<file path="config.mk">
export PLATFORM = sky130hd
export DESIGN_NAME = omni_wheel_mixer_unit
export DESIGN_NICKNAME = d
export VERILOG_FILES = /design/src/omx_pkg.sv /design/src/omni_wheel_mixer_unit.sv /design/src/omx_div.sv
export SDC_FILE = /design/constraint.sdc
export NUM_CORES = 2
export LEC_CHECK = 0
export CAP_MARGIN = 10
export CORE_MARGIN = 2
export CORE_UTILIZATION = 61
export CTS_BUF_LIST = sky130_fd_sc_hd__clkbuf_4
export DETAILED_ROUTE_END_ITERATION = 16
export DONT_BUFFER_PORTS = 1
export GPL_ROUTABILITY_DRIVEN = 0
export PLACE_DENSITY = 0.8
export SLEW_MARGIN = 10
export SYNTH_ARGS = -nofsm -noshare
export SYNTH_HDL_FRONTEND = slang
export SYNTH_SLANG_ARGS = --single-unit
</file>
<file path="constraint.sdc">
create_clock -name clk_i -period 8.9 [get_ports clk_i]
set_input_delay 0.445 -clock clk_i [delete_from_list [all_inputs] [get_ports clk_i]]
set_output_delay 0.445 -clock clk_i [all_outputs]
set_load 0.01 [all_outputs]
</file>
<file path="src/omx_pkg.sv">
// Shared widths, types and the quarter-wave sine table of the omni wheel mixer.
// No dependencies; used by omni_wheel_mixer_unit.
package omx_pkg;

  localparam int unsigned DUTY_LIMIT_DEF = 250;

  localparam int unsigned ANGLE_W    = 9;
  localparam int unsigned POWER_W    = 8;
  localparam int unsigned ROT_W      = 9;
  localparam int unsigned DUTY_W     = 8;
  localparam int unsigned TRIG_W     = 16;
  localparam int unsigned TBL_IDX_W  = 7;
  localparam int unsigned PROD_W     = POWER_W + TRIG_W;
  localparam int unsigned TERM_W     = 17;
  localparam int unsigned MAG_W      = 18;
  localparam int unsigned WHEEL_W    = MAG_W + 1;
  localparam int unsigned NUM_WHEELS = 4;

  // Wheel order inside the lanes
  localparam int unsigned WHEEL_FR = 0;
  localparam int unsigned WHEEL_FL = 1;
  localparam int unsigned WHEEL_BR = 2;
  localparam int unsigned WHEEL_BL = 3;

  typedef struct packed {
    logic              neg;
    logic [TRIG_W-1:0] mag;
  } trig_t;

  // sin(k deg) in Q1.15 for k = 0..90
  localparam logic [TRIG_W-1:0] QSINE [0:90] = '{
        16'd0,   16'd572,  16'd1144,  16'd1715,  16'd2286,  16'd2856,  16'd3425,
     16'd3993,  16'd4560,  16'd5126,  16'd5690,  16'd6252,  16'd6813,  16'd7371,
     16'd7927,  16'd8481,  16'd9032,  16'd9580, 16'd10126, 16'd10668, 16'd11207,
    16'd11743, 16'd12275, 16'd12803, 16'd13328, 16'd13848, 16'd14365, 16'd14876,
    16'd15384, 16'd15886, 16'd16384, 16'd16877, 16'd17364, 16'd17847, 16'd18324,
    16'd18795, 16'd19261, 16'd19720, 16'd20174, 16'd20622, 16'd21063, 16'd21498,
    16'd21926, 16'd22348, 16'd22763, 16'd23170, 16'd23571, 16'd23965, 16'd24351,
    16'd24730, 16'd25102, 16'd25466, 16'd25822, 16'd26170, 16'd26510, 16'd26842,
    16'd27166, 16'd27482, 16'd27789, 16'd28088, 16'd28378, 16'd28660, 16'd28932,
    16'd29197, 16'd29452, 16'd29698, 16'd29935, 16'd30163, 16'd30382, 16'd30592,
    16'd30792, 16'd30983, 16'd31164, 16'd31336, 16'd31499, 16'd31651, 16'd31795,
    16'd31928, 16'd32052, 16'd32166, 16'd32270, 16'd32365, 16'd32449, 16'd32524,
    16'd32588, 16'd32643, 16'd32688, 16'd32723, 16'd32748, 16'd32763, 16'd32768
  };

  // Sine of deg (0..359) as magnitude and sign, folded onto the quarter wave
  function automatic trig_t sine_deg(input logic [ANGLE_W-1:0] deg);
    logic [ANGLE_W-1:0]   idx;
    logic [TBL_IDX_W-1:0] k;
    trig_t                res;
    res.neg = 1'b0;
    priority if (deg <= ANGLE_W'(90)) begin
      idx = deg;
    end else if (deg <= ANGLE_W'(180)) begin
      idx = ANGLE_W'(180) - deg;
    end else if (deg <= ANGLE_W'(270)) begin
      idx     = deg - ANGLE_W'(180);
      res.neg = 1'b1;
    end else begin
      idx     = ANGLE_W'(360) - deg;
      res.neg = 1'b1;
    end
    k       = idx[TBL_IDX_W-1:0];
    res.mag = (k <= TBL_IDX_W'(90)) ? QSINE[k] : '0;
    return res;
  endfunction

endpackage

</file>
<file path="src/omni_wheel_mixer_unit.sv">
// X-drive omni wheel mixer: heading, power and rotation to four wheel duties.
// Depends on omx_pkg and omx_div.
//
// Usage:
//   Input channel (in_valid_i / in_ready_o) carries angle_deg_i, power_cmd_i
//   and rotation_cmd_i; output channel (out_valid_o / out_ready_i) carries a
//   forward and a reverse duty for each of the four wheels, one result per
//   input transaction, in order.
//   min_pwm_i is written when min_pwm_we_i is high (deadband, reset 0);
//   write it only while no transaction is in flight.
//   The divider has Q = clog2(DUTY_LIMIT + 1) quotient stages. One transaction
//   enters per cycle while in_ready_o is high: six front stages (angle fold,
//   sine lookup, multiply, rotation add, magnitude, maximum and scale), the
//   divider stages and the output register each hold one transaction.
//   When the receiver stalls, the output register holds its result and
//   stages upstream keep filling empty slots; in_ready_o drops once every
//   stage holds a transaction.
//   Reset clears all valid bits and min_pwm; no result is pending after it.
module omni_wheel_mixer_unit #(
  parameter int unsigned DUTY_LIMIT = omx_pkg::DUTY_LIMIT_DEF
) (
  input  logic                              clk_i,
  input  logic                              rst_ni,
  input  logic                              min_pwm_we_i,
  input  logic [omx_pkg::DUTY_W-1:0]        min_pwm_i,
  input  logic                              in_valid_i,
  output logic                              in_ready_o,
  input  logic [omx_pkg::ANGLE_W-1:0]       angle_deg_i,
  input  logic [omx_pkg::POWER_W-1:0]       power_cmd_i,
  input  logic signed [omx_pkg::ROT_W-1:0]  rotation_cmd_i,
  output logic                              out_valid_o,
  input  logic                              out_ready_i,
  output logic [omx_pkg::DUTY_W-1:0]        fr_forward_duty_o,
  output logic [omx_pkg::DUTY_W-1:0]        fr_reverse_duty_o,
  output logic [omx_pkg::DUTY_W-1:0]        fl_forward_duty_o,
  output logic [omx_pkg::DUTY_W-1:0]        fl_reverse_duty_o,
  output logic [omx_pkg::DUTY_W-1:0]        br_forward_duty_o,
  output logic [omx_pkg::DUTY_W-1:0]        br_reverse_duty_o,
  output logic [omx_pkg::DUTY_W-1:0]        bl_forward_duty_o,
  output logic [omx_pkg::DUTY_W-1:0]        bl_reverse_duty_o
);

  localparam int unsigned ANGLE_W = omx_pkg::ANGLE_W;
  localparam int unsigned POWER_W = omx_pkg::POWER_W;
  localparam int unsigned ROT_W   = omx_pkg::ROT_W;
  localparam int unsigned DUTY_W  = omx_pkg::DUTY_W;
  localparam int unsigned PROD_W  = omx_pkg::PROD_W;
  localparam int unsigned TERM_W  = omx_pkg::TERM_W;
  localparam int unsigned MAG_W   = omx_pkg::MAG_W;
  localparam int unsigned SW      = omx_pkg::WHEEL_W;
  localparam int unsigned NW_CNT  = omx_pkg::NUM_WHEELS;

  localparam int unsigned LIM_W  = $clog2(DUTY_LIMIT + 1);
  localparam int unsigned QUO_W  = LIM_W;
  localparam int unsigned DEN_W  = (MAG_W > LIM_W + 8) ? MAG_W : LIM_W + 8;
  localparam int unsigned NUM_W  = MAG_W + LIM_W;
  localparam int unsigned CMP_W  = (QUO_W > DUTY_W) ? QUO_W : DUTY_W;
  localparam logic [DEN_W-1:0] DEN_FIXED = DEN_W'(DUTY_LIMIT * 256);
  localparam logic [NUM_W-1:0] LIM_MUL   = NUM_W'(DUTY_LIMIT);

  logic [DUTY_W-1:0] min_pwm_q;

  always_ff @(posedge clk_i or negedge rst_ni) begin
    if (!rst_ni) begin
      min_pwm_q <= '0;
    end else if (min_pwm_we_i) begin
      min_pwm_q <= min_pwm_i;
    end
  end

  // Stage enables: a stage loads when it is empty or its successor loads
  logic en1, en2, en3, en4, en5, en6, en_out, div_in_ready;
  logic s1_v_q, s2_v_q, s3_v_q, s4_v_q, s5_v_q, s6_v_q, out_v_q;

  assign en_out = !out_v_q || out_ready_i;
  assign en6    = !s6_v_q || div_in_ready;
  assign en5    = !s5_v_q || en6;
  assign en4    = !s4_v_q || en5;
  assign en3    = !s3_v_q || en4;
  assign en2    = !s2_v_q || en3;
  assign en1    = !s1_v_q || en2;
  assign in_ready_o = en1;

  // ---------------- Stage 1: clamp inputs, fold angle ----------------
  logic [ANGLE_W-1:0]      ang_r, sdeg, cdeg;
  logic [ANGLE_W:0]        ang45, cdeg90;
  logic [POWER_W-1:0]      p_d;
  logic signed [ROT_W-1:0] rot_d;

  always_comb begin
    ang_r  = (angle_deg_i >= ANGLE_W'(360)) ? angle_deg_i - ANGLE_W'(360) : angle_deg_i;
    ang45  = {1'b0, ang_r} + (ANGLE_W + 1)'(45);
    sdeg   = (ang45 >= (ANGLE_W + 1)'(360)) ? ANGLE_W'(ang45 - (ANGLE_W + 1)'(360))
                                            : ang45[ANGLE_W-1:0];
    cdeg90 = {1'b0, sdeg} + (ANGLE_W + 1)'(90);
    cdeg   = (cdeg90 >= (ANGLE_W + 1)'(360)) ? ANGLE_W'(cdeg90 - (ANGLE_W + 1)'(360))
                                             : cdeg90[ANGLE_W-1:0];
    p_d    = (32'(power_cmd_i) > DUTY_LIMIT) ? POWER_W'(DUTY_LIMIT) : power_cmd_i;
    priority if (int'(rotation_cmd_i) > int'(DUTY_LIMIT)) begin
      rot_d = ROT_W'(DUTY_LIMIT);
    end else if (int'(rotation_cmd_i) < -int'(DUTY_LIMIT)) begin
      rot_d = -ROT_W'(DUTY_LIMIT);
    end else begin
      rot_d = rotation_cmd_i;
    end
  end

  logic [POWER_W-1:0]      s1_p_q;
  logic [ROT_W-1:0]        s1_rot_q;
  logic [ANGLE_W-1:0]      s1_sdeg_q, s1_cdeg_q;

  always_ff @(posedge clk_i or negedge rst_ni) begin
    if (!rst_ni) begin
      s1_v_q <= 1'b0;
    end else if (en1) begin
      s1_v_q <= in_valid_i;
    end
  end

  always_ff @(posedge clk_i) begin
    if (en1) begin
      s1_p_q    <= p_d;
      s1_rot_q  <= rot_d;
      s1_sdeg_q <= sdeg;
      s1_cdeg_q <= cdeg;
    end
  end

  // ---------------- Stage 2: sine and cosine lookup ----------------
  omx_pkg::trig_t s2_sin_q, s2_cos_q;
  logic [POWER_W-1:0] s2_p_q;
  logic [ROT_W-1:0]   s2_rot_q;

  always_ff @(posedge clk_i or negedge rst_ni) begin
    if (!rst_ni) begin
      s2_v_q <= 1'b0;
    end else if (en2) begin
      s2_v_q <= s1_v_q;
    end
  end

  always_ff @(posedge clk_i) begin
    if (en2) begin
      s2_sin_q <= omx_pkg::sine_deg(s1_sdeg_q);
      s2_cos_q <= omx_pkg::sine_deg(s1_cdeg_q);
      s2_p_q   <= s1_p_q;
      s2_rot_q <= s1_rot_q;
    end
  end

  // ---------------- Stage 3: translation terms ----------------
  logic [PROD_W-1:0] prod_s, prod_c;

  assign prod_s = PROD_W'(s2_p_q) * PROD_W'(s2_sin_q.mag) + PROD_W'(64);
  assign prod_c = PROD_W'(s2_p_q) * PROD_W'(s2_cos_q.mag) + PROD_W'(64);

  logic [TERM_W-1:0] s3_smag_q, s3_cmag_q;
  logic              s3_sneg_q, s3_cneg_q;
  logic [ROT_W-1:0]  s3_rot_q;

  always_ff @(posedge clk_i or negedge rst_ni) begin
    if (!rst_ni) begin
      s3_v_q <= 1'b0;
    end else if (en3) begin
      s3_v_q <= s2_v_q;
    end
  end

  always_ff @(posedge clk_i) begin
    if (en3) begin
      s3_smag_q <= prod_s[PROD_W-1:7];
      s3_cmag_q <= prod_c[PROD_W-1:7];
      s3_sneg_q <= s2_sin_q.neg;
      s3_cneg_q <= s2_cos_q.neg;
      s3_rot_q  <= s2_rot_q;
    end
  end

  // ---------------- Stage 4: signed wheel powers plus rotation ----------------
  logic signed [SW-1:0] t_s, t_c, rot_w;
  logic [NW_CNT-1:0][SW-1:0] w_d;

  always_comb begin
    t_s   = $signed({{(SW - TERM_W){1'b0}}, s3_smag_q});
    t_c   = $signed({{(SW - TERM_W){1'b0}}, s3_cmag_q});
    t_s   = s3_sneg_q ? -t_s : t_s;
    t_c   = s3_cneg_q ? -t_c : t_c;
    rot_w = $signed({{(SW - ROT_W - 8){s3_rot_q[ROT_W-1]}}, s3_rot_q, 8'b0});
    w_d[omx_pkg::WHEEL_FR] = t_c + rot_w;
    w_d[omx_pkg::WHEEL_FL] = t_s + rot_w;
    w_d[omx_pkg::WHEEL_BR] = rot_w - t_s;
    w_d[omx_pkg::WHEEL_BL] = rot_w - t_c;
  end

  logic [NW_CNT-1:0][SW-1:0] s4_w_q;

  always_ff @(posedge clk_i or negedge rst_ni) begin
    if (!rst_ni) begin
      s4_v_q <= 1'b0;
    end else if (en4) begin
      s4_v_q <= s3_v_q;
    end
  end

  always_ff @(posedge clk_i) begin
    if (en4) begin
      s4_w_q <= w_d;
    end
  end

  // ---------------- Stage 5: magnitudes and signs ----------------
  logic [NW_CNT-1:0][MAG_W-1:0] abs_d;
  logic [NW_CNT-1:0]            pos_d;
  logic [SW-1:0]                neg_w;

  always_comb begin
    for (int k = 0; k < NW_CNT; k++) begin
      neg_w    = -s4_w_q[k];
      abs_d[k] = s4_w_q[k][SW-1] ? neg_w[MAG_W-1:0] : s4_w_q[k][MAG_W-1:0];
      pos_d[k] = !s4_w_q[k][SW-1] && (s4_w_q[k] != '0);
    end
  end

  logic [NW_CNT-1:0][MAG_W-1:0] s5_abs_q;
  logic [NW_CNT-1:0]            s5_pos_q;

  always_ff @(posedge clk_i or negedge rst_ni) begin
    if (!rst_ni) begin
      s5_v_q <= 1'b0;
    end else if (en5) begin
      s5_v_q <= s4_v_q;
    end
  end

  always_ff @(posedge clk_i) begin
    if (en5) begin
      s5_abs_q <= abs_d;
      s5_pos_q <= pos_d;
    end
  end

  // ---------------- Stage 6: maximum, divisor, scaled numerators ----------------
  // Unscaled wheels use divisor LIMIT << 8, which gives |w| >> 8 exactly
  logic [MAG_W-1:0]             max01, max23, max_all;
  logic [DEN_W-1:0]             den_d;
  logic [NW_CNT-1:0][NUM_W-1:0] num_d;

  always_comb begin
    max01   = (s5_abs_q[0] > s5_abs_q[1]) ? s5_abs_q[0] : s5_abs_q[1];
    max23   = (s5_abs_q[2] > s5_abs_q[3]) ? s5_abs_q[2] : s5_abs_q[3];
    max_all = (max01 > max23) ? max01 : max23;
    den_d   = (DEN_W'(max_all) > DEN_FIXED) ? DEN_W'(max_all) : DEN_FIXED;
    for (int k = 0; k < NW_CNT; k++) begin
      num_d[k] = NUM_W'(s5_abs_q[k]) * LIM_MUL;
    end
  end

  logic [NW_CNT-1:0][NUM_W-1:0] s6_num_q;
  logic [DEN_W-1:0]             s6_den_q;
  logic [NW_CNT-1:0]            s6_pos_q;

  always_ff @(posedge clk_i or negedge rst_ni) begin
    if (!rst_ni) begin
      s6_v_q <= 1'b0;
    end else if (en6) begin
      s6_v_q <= s5_v_q;
    end
  end

  always_ff @(posedge clk_i) begin
    if (en6) begin
      s6_num_q <= num_d;
      s6_den_q <= den_d;
      s6_pos_q <= s5_pos_q;
    end
  end

  // ---------------- Divider ----------------
  logic                         div_out_valid;
  logic [NW_CNT-1:0][QUO_W-1:0] div_quo;
  logic [NW_CNT-1:0]            div_pos;

  omx_div #(
    .LANES (NW_CNT),
    .NUM_W (NUM_W),
    .DEN_W (DEN_W),
    .QUO_W (QUO_W),
    .TAG_W (NW_CNT)
  ) u_div (
    .clk_i       (clk_i),
    .rst_ni      (rst_ni),
    .in_valid_i  (s6_v_q),
    .in_ready_o  (div_in_ready),
    .num_i       (s6_num_q),
    .den_i       (s6_den_q),
    .tag_i       (s6_pos_q),
    .out_valid_o (div_out_valid),
    .out_ready_i (en_out),
    .quo_o       (div_quo),
    .tag_o       (div_pos)
  );

  // ---------------- Output: deadband and direction split ----------------
  // The quotient never exceeds the limit, so no clamp is needed here
  logic [NW_CNT-1:0][DUTY_W-1:0] fwd_d, rev_d;
  logic [CMP_W-1:0]              q_ext;
  logic [DUTY_W-1:0]             duty;

  always_comb begin
    for (int k = 0; k < NW_CNT; k++) begin
      q_ext = CMP_W'(div_quo[k]);
      duty  = (q_ext < CMP_W'(min_pwm_q)) ? '0 : q_ext[DUTY_W-1:0];
      fwd_d[k] = div_pos[k] ? duty : '0;
      rev_d[k] = div_pos[k] ? '0 : duty;
    end
  end

  logic [NW_CNT-1:0][DUTY_W-1:0] fwd_q, rev_q;

  always_ff @(posedge clk_i or negedge rst_ni) begin
    if (!rst_ni) begin
      out_v_q <= 1'b0;
    end else if (en_out) begin
      out_v_q <= div_out_valid;
    end
  end

  always_ff @(posedge clk_i) begin
    if (en_out) begin
      fwd_q <= fwd_d;
      rev_q <= rev_d;
    end
  end

  assign out_valid_o       = out_v_q;
  assign fr_forward_duty_o = fwd_q[omx_pkg::WHEEL_FR];
  assign fr_reverse_duty_o = rev_q[omx_pkg::WHEEL_FR];
  assign fl_forward_duty_o = fwd_q[omx_pkg::WHEEL_FL];
  assign fl_reverse_duty_o = rev_q[omx_pkg::WHEEL_FL];
  assign br_forward_duty_o = fwd_q[omx_pkg::WHEEL_BR];
  assign br_reverse_duty_o = rev_q[omx_pkg::WHEEL_BR];
  assign bl_forward_duty_o = fwd_q[omx_pkg::WHEEL_BL];
  assign bl_reverse_duty_o = rev_q[omx_pkg::WHEEL_BL];

  // ---------------- Assertions ----------------
  // A wheel never drives both directions
  assert property (@(posedge clk_i) disable iff (!rst_ni)
    out_valid_o |-> ((fr_forward_duty_o == '0) || (fr_reverse_duty_o == '0)) &&
                    ((fl_forward_duty_o == '0) || (fl_reverse_duty_o == '0)) &&
                    ((br_forward_duty_o == '0) || (br_reverse_duty_o == '0)) &&
                    ((bl_forward_duty_o == '0) || (bl_reverse_duty_o == '0)))
    else $error("wheel drives forward and reverse at once");

  // Scaling keeps every duty within the limit
  assert property (@(posedge clk_i) disable iff (!rst_ni)
    (out_valid_o && (DUTY_LIMIT < 256)) |->
      (32'(fr_forward_duty_o) <= DUTY_LIMIT) && (32'(fr_reverse_duty_o) <= DUTY_LIMIT) &&
      (32'(fl_forward_duty_o) <= DUTY_LIMIT) && (32'(fl_reverse_duty_o) <= DUTY_LIMIT) &&
      (32'(br_forward_duty_o) <= DUTY_LIMIT) && (32'(br_reverse_duty_o) <= DUTY_LIMIT) &&
      (32'(bl_forward_duty_o) <= DUTY_LIMIT) && (32'(bl_reverse_duty_o) <= DUTY_LIMIT))
    else $error("duty above limit");

  // The divisor handed to the divider is never zero
  assert property (@(posedge clk_i) disable iff (!rst_ni)
    s6_v_q |-> (s6_den_q != '0))
    else $error("zero divisor entering divider");

  // A stalled output register holds its result
  assert property (@(posedge clk_i) disable iff (!rst_ni)
    (out_v_q && !out_ready_i) |=> (out_v_q && $stable(fwd_q) && $stable(rev_q)))
    else $error("output result changed while stalled");

endmodule

</file>
<file path="src/omx_div.sv">
// Pipelined restoring divider, one quotient bit per stage, several lanes
// sharing one divisor. Depends on nothing but its parameters.
module omx_div #(
  parameter int unsigned LANES = 4,
  parameter int unsigned NUM_W = 26,
  parameter int unsigned DEN_W = 18,
  parameter int unsigned QUO_W = 8,
  parameter int unsigned TAG_W = 4
) (
  input  logic                         clk_i,
  input  logic                         rst_ni,
  input  logic                         in_valid_i,
  output logic                         in_ready_o,
  input  logic [LANES-1:0][NUM_W-1:0]  num_i,
  input  logic [DEN_W-1:0]             den_i,
  input  logic [TAG_W-1:0]             tag_i,
  output logic                         out_valid_o,
  input  logic                         out_ready_i,
  output logic [LANES-1:0][QUO_W-1:0]  quo_o,
  output logic [TAG_W-1:0]             tag_o
);

  // Numerator must stay below den << QUO_W, so the remainder fits here
  localparam int unsigned REM_W = DEN_W + QUO_W;

  logic [QUO_W:0]                   en;
  logic [QUO_W-1:0]                 v_q;
  logic [LANES-1:0][REM_W-1:0]      rem_q [QUO_W];
  logic [LANES-1:0][QUO_W-1:0]      quo_q [QUO_W];
  logic [DEN_W-1:0]                 den_q [QUO_W];
  logic [TAG_W-1:0]                 tag_q [QUO_W];

  assign en[QUO_W] = out_ready_i;
  assign in_ready_o = en[0];

  for (genvar s = 0; s < QUO_W; s++) begin : g_stage
    localparam int unsigned BIT = QUO_W - 1 - s;

    logic                        v_in;
    logic [LANES-1:0][REM_W-1:0] rem_in;
    logic [LANES-1:0][QUO_W-1:0] quo_in;
    logic [DEN_W-1:0]            den_in;
    logic [TAG_W-1:0]            tag_in;
    logic [LANES-1:0][REM_W-1:0] rem_d;
    logic [LANES-1:0][QUO_W-1:0] quo_d;
    logic [REM_W-1:0]            shifted;

    if (s == 0) begin : g_first
      assign v_in   = in_valid_i;
      assign den_in = den_i;
      assign tag_in = tag_i;
      assign quo_in = '0;
      for (genvar l = 0; l < LANES; l++) begin : g_lane
        assign rem_in[l] = REM_W'(num_i[l]);
      end
    end else begin : g_next
      assign v_in   = v_q[s-1];
      assign rem_in = rem_q[s-1];
      assign quo_in = quo_q[s-1];
      assign den_in = den_q[s-1];
      assign tag_in = tag_q[s-1];
    end

    assign en[s]   = !v_q[s] || en[s+1];
    assign shifted = REM_W'(den_in) << BIT;

    always_comb begin
      for (int l = 0; l < LANES; l++) begin
        if (rem_in[l] >= shifted) begin
          rem_d[l] = rem_in[l] - shifted;
          quo_d[l] = quo_in[l] | (QUO_W'(1) << BIT);
        end else begin
          rem_d[l] = rem_in[l];
          quo_d[l] = quo_in[l];
        end
      end
    end

    always_ff @(posedge clk_i or negedge rst_ni) begin
      if (!rst_ni) begin
        v_q[s] <= 1'b0;
      end else if (en[s]) begin
        v_q[s] <= v_in;
      end
    end

    always_ff @(posedge clk_i) begin
      if (en[s]) begin
        rem_q[s] <= rem_d;
        quo_q[s] <= quo_d;
        den_q[s] <= den_in;
        tag_q[s] <= tag_in;
      end
    end
  end

  assign out_valid_o = v_q[QUO_W-1];
  assign quo_o       = quo_q[QUO_W-1];
  assign tag_o       = tag_q[QUO_W-1];

endmodule
</file>
; Word-level counts from Yosys, hierarchy flattened
; Memories as Yosys holds them, arrays and structs flattened. A register that Yosys moved wholly into a read port is not among the register bits.
; Cells that the tools add are included.
[op_classes]
add_sub_neg = 55
mul = 6
magnitude_cmp = 54
muxes = 107
n_bitwise = 2
n_reduce_logical = 45
[op_table]
columns = cell, n
row1 = 26-bit 2-to-1 mux, 32
row2 = 18-bit 2-to-1 mux, 7
row3 = 26-bit by 18-bit >= comparator with 1-bit output, 4
row4 = 26-bit by 19-bit >= comparator with 1-bit output, 4
row5 = 26-bit by 20-bit >= comparator with 1-bit output, 4
row6 = 26-bit by 21-bit >= comparator with 1-bit output, 4
row7 = 26-bit by 22-bit >= comparator with 1-bit output, 4
row8 = 26-bit by 23-bit >= comparator with 1-bit output, 4
row9 = 26-bit by 24-bit >= comparator with 1-bit output, 4
row10 = 26-bit by 25-bit >= comparator with 1-bit output, 4
row11 = 26-bit by 18-bit subtractor with 26-bit output, 4
row12 = 26-bit by 19-bit subtractor with 26-bit output, 4
row13 = 26-bit by 20-bit subtractor with 26-bit output, 4
row14 = 26-bit by 21-bit subtractor with 26-bit output, 4
row15 = 26-bit by 22-bit subtractor with 26-bit output, 4
row16 = 26-bit by 23-bit subtractor with 26-bit output, 4
row17 = 26-bit by 24-bit subtractor with 26-bit output, 4
row18 = 26-bit by 25-bit subtractor with 26-bit output, 4
row19 = "18-bit by 7-bit multiplier with 25-bit output, second input constant", 4
row20 = 7-bit 2-to-1 mux, 12
row21 = 19-bit nonzero test, 4
row22 = 18-bit negation, 4
row23 = 8-bit 2-to-1 mux, 8
row24 = 18-bit greater-than comparator, 3
row25 = other kinds (35), 131
[word_totals]
ff_bits = 460
ram_bits = 1264
mem_bits_ro = 4096
inputBits = 39
out_inout_bits = 66
wordCells = 328
mem_count = 6
[memory_table]
columns = memory, words, width, read_ports, rd_ports_with_merged_regs, write_ports, line
row1 = (no name shown), 128, 16, 1, 1, 0, omx_pkg.sv:65  ; res.mag = (k <= TBL_IDX_W'(90)) ? QSINE[k] : '0;
row2 = (no name shown), 128, 16, 1, 1, 0, omx_pkg.sv:65
row3 = u_div.rem_q, 8, 104, 7, 0, 8, omx_div.sv:28  ; logic [LANES-1:0][REM_W-1:0] rem_q [QUO_W];
row4 = u_div.quo_q, 8, 32, 8, 0, 8, omx_div.sv:29  ; logic [LANES-1:0][QUO_W-1:0] quo_q [QUO_W];
row5 = u_div.den_q, 8, 18, 7, 0, 8, omx_div.sv:30  ; logic [DEN_W-1:0] den_q [QUO_W];
row6 = u_div.tag_q, 8, 4, 8, 0, 8, omx_div.sv:31  ; logic [TAG_W-1:0] tag_q [QUO_W];

; Depth between registers and ports, before layout
[depth]
depth_word = 18
mapped_depth = 27
ltp_nobuf = 22

; Modules after synthesis
; From an unflattened synthesis, not the netlist that was laid out.
[hier_totals]
cells_unflattened = 10346
area_unflattened_um2 = 110322.1
[by_module_without_submodules]
columns = module, n_inst, cells_per_inst, area_each_um2, seq_area_each_um2
row1 = omx_div, 1, 6031, 65017.4, 31129.9
row2 = omni_wheel_mixer_unit, 1, 4315, 45304.7, 14248.7

; Worst setup path before layout
; Ideal clock, no wire load.
[synth_timing]
path_kind = in2reg
startpoint = in out_ready_i
endpoint = reg s2_cos_q[0] (netlist name)
setup_ns = 0.609
arrival_ns = 8.526
t_required_ns = 8.291
path_slack_ns = -0.235
cell_stages = 9
path_buffers = 0
cell_sequence = nor2b_1 nand2_1 nor2_1 nand2_1 nor2_1 and2_1 nand3_1 nor2_1 nand2_1
[synth_between]
elab_chain_cells = 14
[synth_lines]
columns = item, line
row1 = start: declaration, omni_wheel_mixer_unit.sv:32  ; input logic out_ready_i,
row2 = 1-bit logical OR, omni_wheel_mixer_unit.sv:75  ; assign en_out = !out_v_q || out_ready_i;
row3 = 1-bit logical OR, omx_div.sv:64  ; assign en[s] = !v_q[s] || en[s+1];
row4 = named net u_div.en[7], omx_div.sv:26  ; logic [QUO_W:0] en;
row5 = 1-bit logical OR (4 in a row), omx_div.sv:64
row6 = named net u_div.en[3], omx_div.sv:26
row7 = 1-bit logical OR (3 in a row), omx_div.sv:64
row8 = 1-bit logical OR, omni_wheel_mixer_unit.sv:76  ; assign en6 = !s6_v_q || div_in_ready;
row9 = 1-bit logical OR, omni_wheel_mixer_unit.sv:77  ; assign en5 = !s5_v_q || en6;
row10 = 1-bit logical OR, omni_wheel_mixer_unit.sv:78  ; assign en4 = !s4_v_q || en5;
row11 = named net en4, omni_wheel_mixer_unit.sv:72  ; logic en1, en2, en3, en4, en5, en6, en_out, div_in_ready;
row12 = 1-bit logical OR, omni_wheel_mixer_unit.sv:79  ; assign en3 = !s3_v_q || en4;
row13 = 1-bit logical OR, omni_wheel_mixer_unit.sv:80  ; assign en2 = !s2_v_q || en3;
row14 = named net en2, omni_wheel_mixer_unit.sv:72
; The timed path passes the listed nets, and every way through them passes these cells.
; A chain may end at the register's enable or synchronous reset.

; Final worst setup path
[layout_timing]
startpoint = reg out_v_q (netlist: out_valid_o)
endpoint = out in_ready_o
[layout_between]
elab_chain_cells = 16
[layout_lines]
columns = item, line
row1 = start: declaration, omni_wheel_mixer_unit.sv:73  ; logic s1_v_q, s2_v_q, s3_v_q, s4_v_q, s5_v_q, s6_v_q, out_v_q;
row2 = start signal: assignment, omni_wheel_mixer_unit.sv:324  ; out_v_q <= div_out_valid;
row3 = 1-bit zero test, omni_wheel_mixer_unit.sv:75
row4 = 1-bit logical OR, omni_wheel_mixer_unit.sv:75
row5 = 1-bit logical OR, omx_div.sv:64
row6 = named net u_div.en[7], omx_div.sv:26
row7 = 1-bit logical OR (4 in a row), omx_div.sv:64
row8 = named net u_div.en[3], omx_div.sv:26
row9 = 1-bit logical OR (3 in a row), omx_div.sv:64
row10 = 1-bit logical OR, omni_wheel_mixer_unit.sv:76
row11 = 1-bit logical OR, omni_wheel_mixer_unit.sv:77
row12 = 1-bit logical OR, omni_wheel_mixer_unit.sv:78
row13 = named net en4, omni_wheel_mixer_unit.sv:72
row14 = 1-bit logical OR, omni_wheel_mixer_unit.sv:79
row15 = 1-bit logical OR, omni_wheel_mixer_unit.sv:80
row16 = 1-bit logical OR, omni_wheel_mixer_unit.sv:81  ; assign en1 = !s1_v_q || en2;
row17 = end: declaration, omni_wheel_mixer_unit.sv:27  ; output logic in_ready_o,
; The timed path passes the listed nets, and every way through them passes these cells.

==> flow_summary_export.csv <==
group,metric,value,unit
timing,post-route-period-util,0.839,
die,rows,154,
finish,drive_gt1_frac,0.0813,
logic_synthesis,yosys.area.top_type,"edfxtp_1",
grt,grt_pass1_wl,444,mm
detailed_routing,drt_wl_total,286,mm
logic_synthesis,synth_top_area_share,0.404,
grt,grt_util_met2,0.515,
logic_synthesis,ys_warn_count,0,
clock_tree,post_cts_buffers,0,
die,dieWidth,425,um
grt,globalRouteMet1Util,0.377,
clock_tree,post_cts_resize_count,0,
logic_synthesis,syn_area,0.108,mm2
clock_tree,cts_tree,"done",
detailed_routing,antenna_left,0,
finish,nets,12100,
clock_tree,clkLatencyLatePin,1.37,ns
clock_tree,cts_sinks,1475,
logic_synthesis,synth-edff-count,1452,
die,io_pins,105,
finish,design_area,0.116,mm2
min_path,hp-class,"input port to flip-flop",
placement,place.port_buffers,0,
timing,relSlewSlack,0.158,
worst_setup_path,worstSetupPathType,"flip-flop to output port",
clock_tree,holdBufCountCts,87,
die,die_h,425,um
min_path,min_to,"min_pwm_q[2]",
worst_setup_path,worstPathRequired,8.46,ns
timing,skew,0.126,ns
timing,hold_violations,0,
detailed_routing,drc,0,
placement,placed_area,0.111,mm2
detailed_routing,wire_per_inst,21.6,um
worst_setup_path,r2r_cells,19,
finish,final_cell_mix,"1452 x edfxtp_1, 1071 x ha_1, 1049 x inv_1",
clock_tree,h-tree-depth,5,
detailed_routing,vias,81900,
logic_synthesis,synth_nets,11800,
min_path,min_delay_path_depth,2,
worst_setup_path,r2r_end,"s6_den_q[8]",
flow_run,drv_cap,0,
detailed_routing,viasPerCell,6.19,
placement,dp_hpwl,222,mm
worst_setup_path,r2r_start,"s5_abs_q[18]",
worst_setup_path,crit_fanout,67,
grt,top_usage_layer,"met2",
detailed_routing,first_pass_iters,7,
timing,drv_slew,0,
grt,grt_overflow,0,
timing,fin_hold_ws,0.160,ns
logic_synthesis,ys_seq_area_frac,0.409,
logic_synthesis,ys.flop_type,"edfxtp_1",
finish,n_fill_cell,13100,
clock_tree,clk_transition_reported_paths,0.07,ns
logic_synthesis,syn_avg_cell_area,10.5,um2
grt,grt_usage,0.313,
finish,final_common_cell,"edfxtp_1",
clock_tree,numCtsBuffers,384,
timing,rsz0062_at_grt,"no",
logic_synthesis,synth_area_leaders,"edfxtp_1 40%, ha_1 12%, fa_1 8.3%, xnor2_1 4.0%, a21oi_1 3.7%",
run_status,outcome,"finished, final reports clean",
worst_setup_path,r2r_slack,2.00,ns
grt,grt_max_degree,86,
timing,worst_pin_slew,1.25,ns
die,core_area,0.176,mm2
timing,max_freq,134,MHz
detailed_routing,initialDrtViolationCount,9445,
grt,first_global_vias,80900,
logic_synthesis,synthDistinctLibCells,112,
finish,area_delta_synth_final,7.79,%
die,die_area,0.180,mm2
grt,grt_antenna_before_repair,6,
logic_synthesis,syn_inst,10300,
grt,use_met3,0.0527,
worst_setup_path,cp-start-kind,"flip-flop",
logic_synthesis,synth-seq-cells,1475,
worst_setup_path,crit_path_end_kind,"output port",
timing,fin_tns_setup,0,ns
die,start_util,0.614,
timing,setup_viol,0,
timing,period_needed,7.47,ns
clock_tree,clk_path_buf_depth,4,
clock_tree,cts_root_buf,"clkbuf_4",
min_path,min_from,"min_pwm_we_i",
worst_setup_path,crit_arrival,7.02,ns
logic_synthesis,synthArstFlopShare,0.0156,
layer usage:
| layer | up-vias | share of wire | wire [um] |
|---|---|---|---|
| li1 | 37700 | - | - |
| met3 | 1050 | 0.078 | 22300 |
| met5 | - | 0.000046 | 13 |
| met1 | 39000 | 0.37 | 107000 |
| met4 | 2 | 0.079 | 22600 |
| met2 | 4221 | 0.47 | 134000 |
stage by stage:
step	worst slack [ns]	cells	utilization
after detailed placement	2.14	12500	0.629
final	1.43	13200	0.661
after global routing	0.871	13200	0.661
after CTS	1.27	13200	0.661
after floorplan	0.991	10300	-
after global placement	2.38	12500	0.629
registers in the layout, summed over array words and instances, names as in the netlist, 17 cells and up:
register	cells
s3_cmag_q	17
s4_w_q	74
u_div.den_q	126
u_div.tag_q	32
s2_sin_q	17
u_div.rem_q	688
s6_den_q	18
s2_cos_q	17
s6_num_q	98
u_div.quo_q	144
s5_abs_q	70
s3_smag_q	17
critical path: stages (launching register included):
cell     delay, ns
dfrtp_1       0.40
nor2b_1       0.44
nand2_2       0.62
nor2_1        0.94
nand2_8       0.45
nor2_1        0.62
and2_1        0.50
nand3_4       0.31
nor2_1        0.40
nand3_2       0.88
cell type report:
class / count / area, um2 / share of cell area
timing repair buffer: 147 / 1360 / 0.0117
tap: 2340 / 2930 / 0.0252
clock buffer: 524 / 3930 / 0.0338
multi-input combinational: 7516 / 59100 / 0.508
clock inverter: 154 / 847 / 0.00728
sequential: 1475 / 44200 / 0.380
antenna: 9 / 22.5 / 0.000194
inverter: 1063 / 4000 / 0.0344
worst max path at each step:
stage,endpoint,cells past startpoint,from,slack (ns)
3_5_place_dp,s3_cmag_q[15],18,s2_p_q[2],2.14
2_1_floorplan,s2_cos_q[0],9,out_ready_i,0.99
3_3_place_gp,s3_cmag_q[15],18,s2_p_q[2],2.38
5_1_grt,in_ready_o,9,out_valid_o,0.87
6_report,in_ready_o,9,out_valid_o,1.43
4_1_cts,in_ready_o,9,out_valid_o,1.27
kinds of logic (layout without fill, tap and decap cells):
| group | Yosys count | in the layout | share of synthesized area |
|---|---|---|---|
| multiplexers | 152 | 152 | 0.0157 |
| AND/OR/NAND/NOR | 2735 | 2735 | 0.125 |
| adder cells (fa/ha/maj) | 1517 | 1517 | 0.207 |
| buffers and inverters | 1291 | 1888 | 0.0452 |
| flip-flops | 1475 | 1475 | 0.409 |
| AO/OA/AOI/OAI | 2369 | 2369 | 0.137 |
| other | 0 | 9 | 0 |
| XOR/XNOR | 743 | 743 | 0.0608 |
Yosys cell counts, types with 24 or more instances:
| master | number |
|---|---|
| a21o_1 | 207 |
| a311oi_1 | 29 |
| a21boi_0 | 74 |
| edfxtp_1 | 1452 |
| o21bai_1 | 71 |
| o21ai_0 | 539 |
| fa_1 | 446 |
| nand2_1 | 715 |
| or2_2 | 51 |
| and2_1 | 231 |
| nand2b_1 | 147 |
| o211ai_1 | 58 |
| xor2_1 | 246 |
| ha_1 | 1071 |
| o31ai_1 | 73 |
| nor2b_1 | 122 |
| o21a_1 | 105 |
| xnor2_1 | 491 |
| o41ai_1 | 25 |
| nor3_1 | 165 |
| inv_1 | 1054 |
| a211oi_1 | 62 |
| nor2_1 | 701 |
| nand4_1 | 109 |
| nor3b_1 | 24 |
| nand3_1 | 140 |
| a21oi_1 | 799 |
| or3_1 | 72 |
| and3_1 | 61 |
| or4_1 | 37 |
| mux2i_1 | 46 |
| a31oi_1 | 67 |
| nor4_1 | 67 |
| clkbuf_1 | 202 |
| mux2_2 | 103 |
Power is not shown: default switching activity piles up to over one toggle a cycle in this logic, so the estimate is an artifact.
